$ cat src/hw/rtl/halfwave_peak_scaling_mixer_macros.svh
// Assertion macros for the half-wave peak scaling mixer.
`ifndef HALFWAVE_PEAK_SCALING_MIXER_MACROS_SVH
`define HALFWAVE_PEAK_SCALING_MIXER_MACROS_SVH
`ifndef SYNTHESIS
`define HPSM_ASSERT_IMPL(label, clk, rst_n, prop) \
    label: assert property (@(posedge clk) disable iff (!rst_n) (prop)) \
        else $error("assertion failed");
`define HPSM_ASSERT_NEXT(label, clk, rst_n, a, b) \
    label: assert property (@(posedge clk) disable iff (!rst_n) (a) |=> (b)) \
        else $error("assertion failed");
`else
`define HPSM_ASSERT_IMPL(label, clk, rst_n, prop)
`define HPSM_ASSERT_NEXT(label, clk, rst_n, a, b)
`endif
`endif

$ cat src/hw/rtl/hpsm_pkg.sv
package hpsm_pkg;
    localparam int SOURCES_DEF = 8;
    localparam int SEGMENT_DEPTH_DEF = 64;
    localparam int SAMPLE_BITS_DEF = 32;
    localparam int VAL_W = 35;
    localparam int CFG_W = 32;
    localparam logic CFG_MIN_LEVEL = 1'b0;
    localparam logic CFG_MAX_LEVEL = 1'b1;
    localparam logic KIND_MIX = 1'b0;
    localparam logic KIND_FLUSH = 1'b1;

    typedef struct packed {
        logic        kind;
        logic [3:0]  source_count;
        logic [31:0] sample_7;
        logic [31:0] sample_6;
        logic [31:0] sample_5;
        logic [31:0] sample_4;
        logic [31:0] sample_3;
        logic [31:0] sample_2;
        logic [31:0] sample_1;
        logic [31:0] sample_0;
    } t_in;

    typedef struct packed {
        logic [31:0] sample_out;
        logic        last_of_run;
    } t_out;

    typedef struct packed {
        logic        start;
        logic [66:0] dividend;
        logic [34:0] divisor;
    } t_div_req;
endpackage

$ cat src/hw/rtl/hpsm_divider.sv
module hpsm_divider (
    input  logic              i_clk,
    input  logic              i_rst_n,
    input  hpsm_pkg::t_div_req i_req,
    output logic              o_busy,
    output logic [66:0]       o_quot
);
    import hpsm_pkg::*;

    // Restoring division, one quotient bit per cycle.
    logic [66:0] r_q, n_q;
    logic [35:0] r_rem, n_rem;
    logic [34:0] r_d;
    logic [6:0]  r_cnt, n_cnt;
    logic [35:0] w_sh;

    always_comb begin
        n_q   = r_q;
        n_rem = r_rem;
        n_cnt = r_cnt;
        w_sh  = {r_rem[34:0], r_q[66]};
        if (i_req.start) begin
            n_q   = i_req.dividend;
            n_rem = '0;
            n_cnt = 7'd67;
        end else if (r_cnt != 7'd0) begin
            n_q = {r_q[65:0], 1'b0};
            if (w_sh >= {1'b0, r_d}) begin
                n_rem  = w_sh - {1'b0, r_d};
                n_q[0] = 1'b1;
            end else begin
                n_rem = w_sh;
            end
            n_cnt = r_cnt - 7'd1;
        end
    end

    always_ff @(posedge i_clk) begin
        if (!i_rst_n) begin
            r_cnt <= '0;
        end else begin
            r_cnt <= n_cnt;
        end
        r_q   <= n_q;
        r_rem <= n_rem;
        if (i_req.start) begin
            r_d <= i_req.divisor;
        end
    end

    assign o_busy = (r_cnt != 7'd0);
    assign o_quot = r_q;
endmodule

$ cat config.mk
export PLATFORM = sky130hd
export DESIGN_NAME = hpsm_divider
export DESIGN_NICKNAME = d
export VERILOG_FILES = /design/src/hw/rtl/halfwave_peak_scaling_mixer_macros.svh /design/src/hw/rtl/hpsm_pkg.sv /design/src/hw/rtl/hpsm_divider.sv
export SDC_FILE = /design/constraint.sdc
export NUM_CORES = 1
export LEC_CHECK = 0
export BUFFER_PORTS_ARGS = -buffer_cell sky130_fd_sc_hd__buf_4
export CAP_MARGIN = 20
export CELL_PAD_IN_SITES_DETAIL_PLACEMENT = 0
export CELL_PAD_IN_SITES_GLOBAL_PLACEMENT = 2
export CORE_AREA = 2 2 148 150
export DETAILED_ROUTE_END_ITERATION = 10
export DIE_AREA = 0 0 150 152
export GPL_TIMING_DRIVEN = 0
export PLACE_DENSITY = 0.84
export SYNTH_ARGS = -nofsm -noshare
export SYNTH_HDL_FRONTEND = slang
export SYNTH_SLANG_ARGS = --single-unit
export TNS_END_PERCENT = 20
$ cat constraint.sdc
create_clock -name i_clk -period 7.05 [get_ports i_clk]
set_input_delay 1.0575 -clock i_clk [delete_from_list [all_inputs] [get_ports i_clk]]
set_output_delay 1.0575 -clock i_clk [all_outputs]
set_load 0.01 [all_outputs]
==> metrics.md, run 1 <==
| Metric | Value |
|---|---|
| Status | `finished clean` |
| Synth area leaders | `edfxtp_1 (39%), dfxtp_1 (11%), mux2_2 (9.6%), ha_1 (5.8%), a21oi_1 (3.3%)` |
| Syn_nets | `859` |
| DRC Markers | `0` |
| Dominant synthesized flop cell | `edfxtp_1` |
| PwrDens | `374 mW/mm2` |
| Leading area contributor after synthesis | `edfxtp_1` |
| Most common cell in the netlist | `edfxtp_1` |
| Pin count of the biggest net entering global routing | `between 60 and 70` |
| Clock latency on the worst-skew pair | `about 0.43 ns` |
| Slew margin rel. | `44.0%` |
| Hold Buf Count CTS | `0` |
| Placed Cells incl. Taps | `1169` |
| Depth of the most critical reg-to-reg path | `9` |
| P_leak | `4.24 nW` |
| Final nets | `approximately 1100` |
| Worst setup SP type | `flop` |
| DR WL/cell | `17.8 um` |
| Flop pwr share | `33.3%` |
| Final Hold Vio Count | `0` |
| Yosys cell types | `56` |
| Root Driver | `clkbuf_16` |
| Fin Setup TNS | `0 ns` |
| Crit path DAT | `between 2 and 3 ns` |
| Synth async-reset ratio | `0%` |
| Vias/cell | `5.03` |
| Logic gate share of total power | `42.7%` |
| XOR/XNOR share of the synthesized area | `under 10%` |
| Gr ovfl total | `0` |
| Core Footprint | `0.0214 mm2` |
| Initial Util | `36.4%` |
| Setup repair bufs after CTS | `0` |
| # IOs | `173` |
| R2R Setup Slk | `3.72 ns` |
| Main combinational cell family by area after synthesis | `compound AO/OA/AOI/OAI gates` |
| Compound-Gate Fraction of Synth Area | `13.3%` |
| Post_cts resized | `0` |
| DIE AREA | `0.0228 mm2` |
| Share of layout cells above drive strength 1 | `31.1%` |
| Mux cell area share after synthesis | `11.5%` |
| Filler instances | `2100` |
| Post-Layout Cell Count | `about 1200` |
| Gr usage total | `19.3%` |
| Final RePlAce weighted congestion | `0.810` |
| Mapped Avg Cell Area | `10.8 um2` |
| Top post-synthesis cells by count | `edfxtp_1 (102), nor2_1 (67), mux2_2 (66)` |
| Htree depth | `4` |
| Post-synth EDFFs | `slightly above 100` |
| IO buf count | `approximately 170` |
| Finished Cell Area | `between 0.01 and 0.015 mm2` |
| Crit path max fanout | `10` |
| CTS Sinks | `144` |
| Worst hold margin | `0.471 ns` |
| Net Sw Frac | `39.1%` |
| Final slew viol count | `0` |
| Maximum clock frequency | `about 270 MHz` |
| Worst R2R Start | `r_cnt[0]` |
| CTS tree | `done` |
| Die height | `152 um` |
| First-pass GRT wire length | `between 30000 and 40000 um` |
| Area Overhead vs Synth | `28.7%` |
| Total iterations of the first detailed-routing run | `4` |
| Pint | `between 0.002 and 0.0025 W` |
| Worst setup path end | `o_busy` |
| Number of diodes | `0` |
| Period utilization | `53.2%` |
| # rows | `54` |
| Initial DRC Count | `240` |
| Final antenna-violating net count | `0` |
| CTS buffer count | `17` |
| Seq/Total Area, Yosys | `~50%` |
| Final wirelength | `21400 um` |
| Clk buf depth | `2` |
| Synthesized cell area | `0.00778 mm2` |
| Setup-failing EPs final | `0` |
| Worst-path clk slew | `approximately 0.070 ns` |
| Total power | `0.00374 W` |
| Placed cell areas | `0.00942 mm2` |
| RR Endpoint | `o_quot[62]` |
| Critical Path Start | `r_cnt[0]` |
| HP Class | `flop to flop` |
| Number of synthesized register bits | `144` |
| Kind of critical path | `flop to output pin` |
| Capturing element type of the critical path | `output pin` |
| Yosys top cell area share | `39.4%` |
| Tmin final | `3.75 ns` |
| RSZ-0062 raised after global routing | `no` |
| Simple-gate share of the synthesized area | `11.6%` |
| Worst EP required | `5.99 ns` |
| Chip Width | `150 um` |
| YS warnings | `0` |
| Max Clock Skew | `0.0134 ns` |
| Max IR drop VDD | `0.000191 V` |
| Synth Instances | `717` |
| Max-cap violations | `0` |
| Vias | `around 6000` |
| Detail Placement HPWL | `about 16000 um` |
| Clock share of power | `around a quarter` |
| Net Sw Power | `0.00146 W` |
| Vias in the first global route | `around 6300` |
| Synth Area in Adders | `6.05%` |
| Actual slew at the worst max-slew pin | `0.840 ns` |
| Antenna violations before repair | `0` |
-- cells in the final DEF, fill, tap and decap left out, drive strengths merged, types with 15 or more instances in the layout --
master  count
a211oi     24
xor2       15
edfxtp    102
nand2      46
nand2b     15
a21oi      53
clkbuf     37
ha         36
dfxtp      42
nor2       67
mux2       67
nor3       23
buf       180
xnor2      17
inv        55
o21ai      31
-- worst max-delay path, stage by stage (launching register included) --
cell      delay (ns)
dfxtp_1         0.33
inv_1           0.06
ha_1            0.16
nand2b_1        0.10
or4_1           0.44
nor2_1          0.22
clkinv_1        0.29
clkbuf_1        0.40
buf_4           0.26
-- final cells by class --
class                      instances  area (um2)  area share (%)
sequential                       144        3900            39.0
multi-input combinational        500        3580            35.8
timing repair buffer             172        1290            12.9
clock buffer                      17         425            4.25
tap                              280         350            3.50
inverter                          45         171            1.71
clock inverter                    15         163            1.62
buffer                            28         125            1.25
-- through the flow --
| stage | util, % | worst slack, ns |
|---|---|---|
| global placement | 44.1 | 2.07 |
| global route | 46.9 | 3.09 |
| detailed placement | 44.1 | 3.36 |
| CTS | 46.9 | 3.27 |
| floorplan | - | 3.75 |
| finish | 46.9 | 3.30 |
-- registers in the layout, indices dropped and copies added (netlist names) --
signal and count:
o_quot 67, r_d 35, r_cnt 7, r_rem 35
-- cells by family (layout without fill, tap and decap cells) --
family	after synthesis	count (layout)
flip-flops	144	144
AO/OA/AOI/OAI	161	161
multiplexers	81	81
buffers and inverters	73	277
XOR/XNOR	32	32
AND/OR/NAND/NOR	189	189
adder cells (fa/ha/maj)	37	37
-- per-layer routing --
metal | routed length [um] | global-route usage [%] | vias up
met5 | 0 | 0 | -
met4 | 235 | 5.03 | 0
met3 | 1760 | 7.66 | 14
met2 | 10100 | 30.4 | 169
met1 | 9290 | 24.7 | 2836
li1 | - | - | 3021
-- power by group through the flow --
stage	Sequential [W]	Combinational [W]	Clock [W]
4_1_cts	0.00125	0.00161	0.000930
3_3_place_gp	0.00126	0.00161	0
5_1_grt	0.00127	0.00178	0.000961
2_1_floorplan	0.00126	0.00110	0
3_5_place_dp	0.00126	0.00161	0
6_report	0.00125	0.00160	0.000902
-- worst min path at each step --
stage / start / end / slack, ns / cells after the start
final: r_rem[34] / r_rem[34] / 0.47 / 2
after global placement: r_rem[34] / r_rem[34] / 0.45 / 2
after detailed placement: r_rem[34] / r_rem[34] / 0.46 / 2
after CTS: r_rem[34] / r_rem[34] / 0.47 / 2
after floorplan: r_rem[34] / r_rem[34] / 0.43 / 2
after global routing: r_cnt[2] / r_cnt[2] / 0.50 / 2
Power figures use the tool's default switching activity.
==> run 2, diff against run 1 <==
--- a/config.mk
+++ b/config.mk
@@ -9,11 +9,11 @@
 export CAP_MARGIN = 20
 export CELL_PAD_IN_SITES_DETAIL_PLACEMENT = 0
 export CELL_PAD_IN_SITES_GLOBAL_PLACEMENT = 2
-export CORE_AREA = 2 2 148 150
+export CORE_AREA = 2 2 162 164
 export DETAILED_ROUTE_END_ITERATION = 10
-export DIE_AREA = 0 0 150 152
+export DIE_AREA = 0 0 164 166
 export GPL_TIMING_DRIVEN = 0
-export PLACE_DENSITY = 0.84
+export PLACE_DENSITY = 0.75
 export SYNTH_ARGS = -nofsm -noshare
 export SYNTH_HDL_FRONTEND = slang
 export SYNTH_SLANG_ARGS = --single-unit
==> constraint.sdc (replaced) <==
create_clock -name i_clk -period 3.4 [get_ports i_clk]
set_input_delay 0.51 -clock i_clk [delete_from_list [all_inputs] [get_ports i_clk]]
set_output_delay 0.51 -clock i_clk [all_outputs]
set_load 0.01 [all_outputs]
==> run 2 against run 1 <==
Compared with the run above: via count increased by 1.6%; clock skew increased by 0.0049 ns; critical path depth unchanged; global-route usage decreased by 2.3 points; utilization decreased by 7.6 points; sequential power increased by 110%; critical endpoint unchanged; largest cell class unchanged; largest power group unchanged; highest routed layer unchanged.
==> metrics.md, run 2 (synthesized netlist as in run 1, its figures left out) <==
| Metric | Value |
|---|---|
| Status | `finished clean` |
| Final RePlAce weighted congestion | `0.799` |
| Post-Layout Cell Count | `1255` |
| CTS Sinks | `144` |
| Chip Width | `164 um` |
| P_leak | `4.23 nW` |
| Clock latency on the worst-skew pair | `0.44 ns` |
| Flop pwr share | `33.3%` |
| Slew margin rel. | `43.0%` |
| Commonest non-fill, non-tap cells in the layout | `buf_4 (173), edfxtp_1 (102), nor2_1 (67), mux2_2 (66), a21oi_1 (52)` |
| Final Hold Vio Count | `0` |
| Hold Buf Count CTS | `0` |
| Initial DRC Count | `about 270` |
| Final nets | `roughly 1100` |
| Period utilization | `94.7%` |
| Setup-failing EPs final | `0` |
| Detail Placement HPWL | `roughly 17000 um` |
| Largest register FFs | `67` |
| Area Overhead vs Synth | `29.4%` |
| Crit path max fanout | `10` |
| Logic gate share of total power | `42.6%` |
| Post_cts resized | `0` |
| DR WL/cell | `18.1 um` |
| Max-cap violations | `0` |
| Maximum clock frequency | `311 MHz` |
| Core Footprint | `0.0256 mm2` |
| R2R Setup Slk | `0.31 ns` |
| Crit path DAT | `between 2 and 3 ns` |
| # rows | `59` |
| Worst-path clk slew | `0.07 ns` |
| IO buf count | `172` |
| Initial Util | `between 30% and 40%` |
| Worst setup SP type | `flop` |
| Placed cell areas | `0.00949 mm2` |
| Clk buf depth | `2` |
| HP Class | `input port to flop` |
| Final wirelength | `approximately 23000 um` |
| Gr usage total | `17.0%` |
| RSZ-0062 raised after global routing | `yes` |
| Kind of critical path | `flop to output pin` |
| Actual slew at the worst max-slew pin | `0.855 ns` |
| DIE AREA | `0.0272 mm2` |
| PwrDens | `777 mW/mm2` |
| Vias/cell | `4.89` |
| Vias | `6135` |
| # IOs | `173` |
| Gr ovfl total | `0` |
| Most common cell after layout, fill and taps aside | `buf_4` |
| CTS tree | `done` |
| Antenna violations before repair | `0` |
| Final antenna-violating net count | `0` |
| Share of layout cells above drive strength 1 | `31.1%` |
| Htree depth | `4` |
| Tmin final | `3.22 ns` |
| Net Sw Frac | `about 40%` |
| Net Sw Power | `0.00305 W` |
| CTS buffer count | `17` |
| DRC Markers | `0` |
| Clock share of power | `24.1%` |
| Setup repair bufs after CTS | `0` |
| Vias in the first global route | `6395` |
| Max IR drop VDD | `0.000370 V` |
| Finished Cell Area | `0.0101 mm2` |
| Die height | `166 um` |
| Worst EP required | `2.89 ns` |
| Number of diodes | `0` |
| Placed Cells incl. Taps | `roughly 1200` |
| Capturing element type of the critical path | `output pin` |
| Max Clock Skew | `0.0183 ns` |
| Pint | `~0.0048 W` |
| Root Driver | `clkbuf_16` |
| Total iterations of the first detailed-routing run | `4` |
| First-pass GRT wire length | `35400 um` |
| Final slew viol count | `0` |
| Pin count of the biggest net entering global routing | `~70` |
[run 2: final cells by class]
class	count	area, um2
Sequential cell	144	3900
Multi-Input combinational cell	500	3580
Fill cell	2521	15500
Buffer	28	126
Timing Repair Buffer	172	1290
Tap cell	335	419
Clock buffer	17	425
Inverter	45	171
Clock inverter	14	150
[run 2: power groups by stage]
stage / clock network, W / registers (W) / logic (W)
2_1_floorplan: 0 / 0.00260 / 0.00228
3_3_place_gp: 0 / 0.00265 / 0.00336
3_5_place_dp: 0 / 0.00264 / 0.00334
4_1_cts: 0.00193 / 0.00261 / 0.00336
5_1_grt: 0.00200 / 0.00266 / 0.00370
6_report: 0.00189 / 0.00260 / 0.00333
[run 2: metrics by stage]
| stage | setup slack (ns) | utilization, % | setup TNS [ns] | hold WS (ns) | total power, W |
|---|---|---|---|---|---|
| 2_1_floorplan | 0.212 | - | 0 | 0.431 | 0.00488 |
| 3_3_place_gp | -1.09 | 37.0 | -72.86 | 0.449 | 0.00600 |
| 3_5_place_dp | 0.0252 | 37.1 | 0 | 0.465 | 0.00598 |
| 4_1_cts | 0.00533 | 39.3 | 0 | 0.237 | 0.00790 |
| 5_1_grt | -0.0880 | 39.3 | -0.0880 | 0.238 | 0.00836 |
| 6_report | 0.181 | 39.3 | 0 | 0.252 | 0.00783 |
[run 2: worst max-delay path: stages (launching register included)]
cell and delay (ns):
dfxtp_1 0.34, inv_1 0.06, ha_1 0.15, nand2b_1 0.09, or4_1 0.43, nor2_1 0.24
clkinv_1 0.28, clkbuf_1 0.41, buf_4 0.27
[run 2: final timing paths]
check,from,endpoint,cells past startpoint
worst max-delay path,r_cnt[0],o_busy,8
worst min-delay path,i_req[1],r_d[1],1
worst max register to register,r_rem[3],r_rem[31],10
worst min register to register,r_rem[30],r_rem[30],2
[run 2: routing by layer]
layer / global-route usage, % / share of wire, %
met4: 4.35 / 1.2
met5: 0 / 0
met2: 26.9 / 46
met3: 6.57 / 8.7
met1: 21.8 / 44
==> run 3, diff against run 2 <==
--- a/config.mk
+++ b/config.mk
@@ -9,11 +9,13 @@
 export CAP_MARGIN = 20
 export CELL_PAD_IN_SITES_DETAIL_PLACEMENT = 0
 export CELL_PAD_IN_SITES_GLOBAL_PLACEMENT = 2
-export CORE_AREA = 2 2 162 164
+export CORE_AREA = 2 2 159 161
+export CTS_BUF_LIST = sky130_fd_sc_hd__clkbuf_8
 export DETAILED_ROUTE_END_ITERATION = 10
-export DIE_AREA = 0 0 164 166
+export DIE_AREA = 0 0 161 163
 export GPL_TIMING_DRIVEN = 0
-export PLACE_DENSITY = 0.75
+export PLACE_DENSITY = 0.77
+export SLEW_MARGIN = 15
 export SYNTH_ARGS = -nofsm -noshare
 export SYNTH_HDL_FRONTEND = slang
 export SYNTH_SLANG_ARGS = --single-unit
==> run 3 against run 2 <==
Compared with the run above: worst setup slack improved by 0.080 ns; sequential power hardly changed; total power down 4.8%; global-route usage grew 0.86 points; register-to-register slack worse by 0.05 ns; hold slack got worse by 0.049 ns; critical endpoint is now r_rem[32]; highest routed layer unchanged; final cell count shrank 0.24%; via count down 0.57%; non-clock buffer count up 1; first-iteration DRC count increased by 7.7%.
==> metrics.md, run 3 (synthesized netlist as in run 1, its figures left out) <==
| Metric | Value |
|---|---|
| Filler instances | `2532` |
| First-pass GRT wire length | `35500 um` |
| Status | `finished clean` |
| Clk buf depth | `2` |
| Share of layout cells above drive strength 1 | `31.5%` |
| Worst EP required | `around 3.8 ns` |
| Pin count of the biggest net entering global routing | `37` |
| Worst hold margin | `0.203 ns` |
| Crit path DAT | `3.54 ns` |
| Vias/cell | `~4.9` |
| Antenna violations before repair | `0` |
| HP Class | `input port to flop` |
| Setup repair bufs after CTS | `0` |
| Die height | `163 um` |
| # rows | `58` |
| RSZ-0062 raised after global routing | `no` |
| Capturing element type of the critical path | `flop` |
| Detail Placement HPWL | `17100 um` |
| Number of diodes | `0` |
| Multi-input logic area | `about 0.0036 mm2` |
| CTS tree | `done` |
| Final Hold Vio Count | `0` |
| Setup-failing EPs final | `0` |
| Initial DRC Count | `293` |
| Commonest non-fill, non-tap cells in the layout | `buf_4 (173), edfxtp_1 (102), nor2_1 (67), mux2_2 (66), a21oi_1 (52)` |
| Final wirelength | `approximately 23000 um` |
| Maximum clock frequency | `319 MHz` |
| Max IR drop VDD | `between 0.0004 and 0.0005 V` |
| Final antenna-violating net count | `0` |
| IO buf count | `172` |
| # IOs | `roughly 170` |
| Pint | `0.00438 W` |
| Final RePlAce weighted congestion | `0.809` |
| Tmin final | `between 3 and 4 ns` |
| Most common cell after layout, fill and taps aside | `buf_4` |
| Clock share of power | `roughly a fifth` |
| Htree depth | `4` |
| Vias | `6100` |
| Vias in the first global route | `roughly 6300` |
| Actual slew at the worst max-slew pin | `0.817 ns` |
| Placed cell areas | `0.00951 mm2` |
| Kind of critical path | `flop to flop` |
| Max-cap violations | `0` |
| Net Sw Power | `between 0.003 and 0.004 W` |
| Root Driver | `clkbuf_8` |
| Slew margin rel. | `roughly 45%` |
| CTS Sinks | `between 100 and 150` |
| Flop pwr share | `34.7%` |
| DRC Markers | `0` |
| Final slew viol count | `0` |
| Worst setup SP type | `flop` |
| Initial Util | `31.5%` |
| Logic gate share of total power | `44.9%` |
| Period utilization | `92.3%` |
| Chip Width | `161 um` |
| Gr usage total | `between 15 and 20%` |
| Clock latency on the worst-skew pair | `approximately 0.48 ns` |
| DIE AREA | `0.0262 mm2` |
| Core Footprint | `around 0.025 mm2` |
| Worst-path clk slew | `~0.11 ns` |
| Total iterations of the first detailed-routing run | `4` |
| P_leak | `4.19 nW` |
| Gr ovfl total | `0` |
| Seq. cell area | `0.00390 mm2` |
| Final nets | `1051` |
| DR WL/cell | `18.3 um` |
| Largest register FFs | `67` |
| PwrDens | `749 mW/mm2` |
| Hold Buf Count CTS | `0` |
| CTS buffer count | `17` |
| Crit path max fanout | `4` |
| Max Clock Skew | `0.0248 ns` |
| Net Sw Frac | `41.2%` |
| Area Overhead vs Synth | `27.9%` |
| Finished Cell Area | `slightly below 0.01 mm2` |
-- run 3: changes by cell type in the layout (fill, tap and decap cells not counted), sizes merged --
cell,delta
buf,+1
clkinv,+1
clkinvlp,-3
inv,+3
-- run 3: worst max-delay path, cell delays in order (launching register included) --
cell and delay [ns]:
edfxtp_1 0.52, inv_1 0.08, ha_1 0.23, fa_1 0.39
nand2b_1 0.18, a21o_1 0.22, a21oi_1 0.24, o21ai_1 0.18
a211oi_2 0.39, a31oi_1 0.16, xnor2_1 0.16, mux2i_1 0.09
a211oi_1 0.23
-- run 3: timing repair --
action / 4_1_cts / 5_1_grt
endpoints found under the setup margin: 35 / 1
resized for setup: 1 / 3
cloned: 0 / 0
-- run 3: power groups by stage --
stage               combinational (W)  sequential [W]  clock (W)
floorplan                     0.00228         0.00260          0
detailed placement            0.00335         0.00262          0
finish                        0.00335         0.00258    0.00152
global route                  0.00372         0.00264    0.00163
CTS                           0.00337         0.00259    0.00157
global placement              0.00336         0.00263          0
-- run 3: final cells by class --
class,instances,area share (%)
Tap cell,330,4.15
Multi-Input combinational cell,500,36.0
Clock buffer,17,2.35
Timing Repair Buffer,173,13.2
Clock inverter,15,2.06
Buffer,28,1.28
Inverter,45,1.72
Sequential cell,144,39.2
-- run 3: worst paths after layout --
kind,start,slack (ns),depth (start not counted),endpoint
max,o_quot[66],0.26,12,r_rem[32]
min,i_req[5],0.20,1,r_d[5]
min reg2reg,r_rem[30],0.48,2,r_rem[30]
max reg2reg,o_quot[66],0.26,12,r_rem[32]
-- run 3: per-stage QoR --
step | util, % | cells | power (W) | setup WS (ns) | setup TNS [ns]
2_1_floorplan | - | 717 | 0.00488 | 0.212 | 0
3_3_place_gp | 38.4 | 1219 | 0.00599 | -1.12 | -74.63
3_5_place_dp | 38.5 | 1220 | 0.00597 | -0.0442 | -1.48
4_1_cts | 40.3 | 1252 | 0.00753 | 0.00622 | 0
5_1_grt | 40.3 | 1252 | 0.00799 | 0.0759 | 0
6_report | 40.3 | 1252 | 0.00745 | 0.261 | 0
-- run 3: routing by layer --
metal | global-route usage [%] | share of wire (%) | up-vias
met5 | 0 | 0 | -
met4 | 3.94 | 0.88 | 0
met3 | 8.02 | 9.8 | 13
met2 | 29.3 | 47 | 192
met1 | 21.7 | 43 | 2887
li1 | - | - | 3008
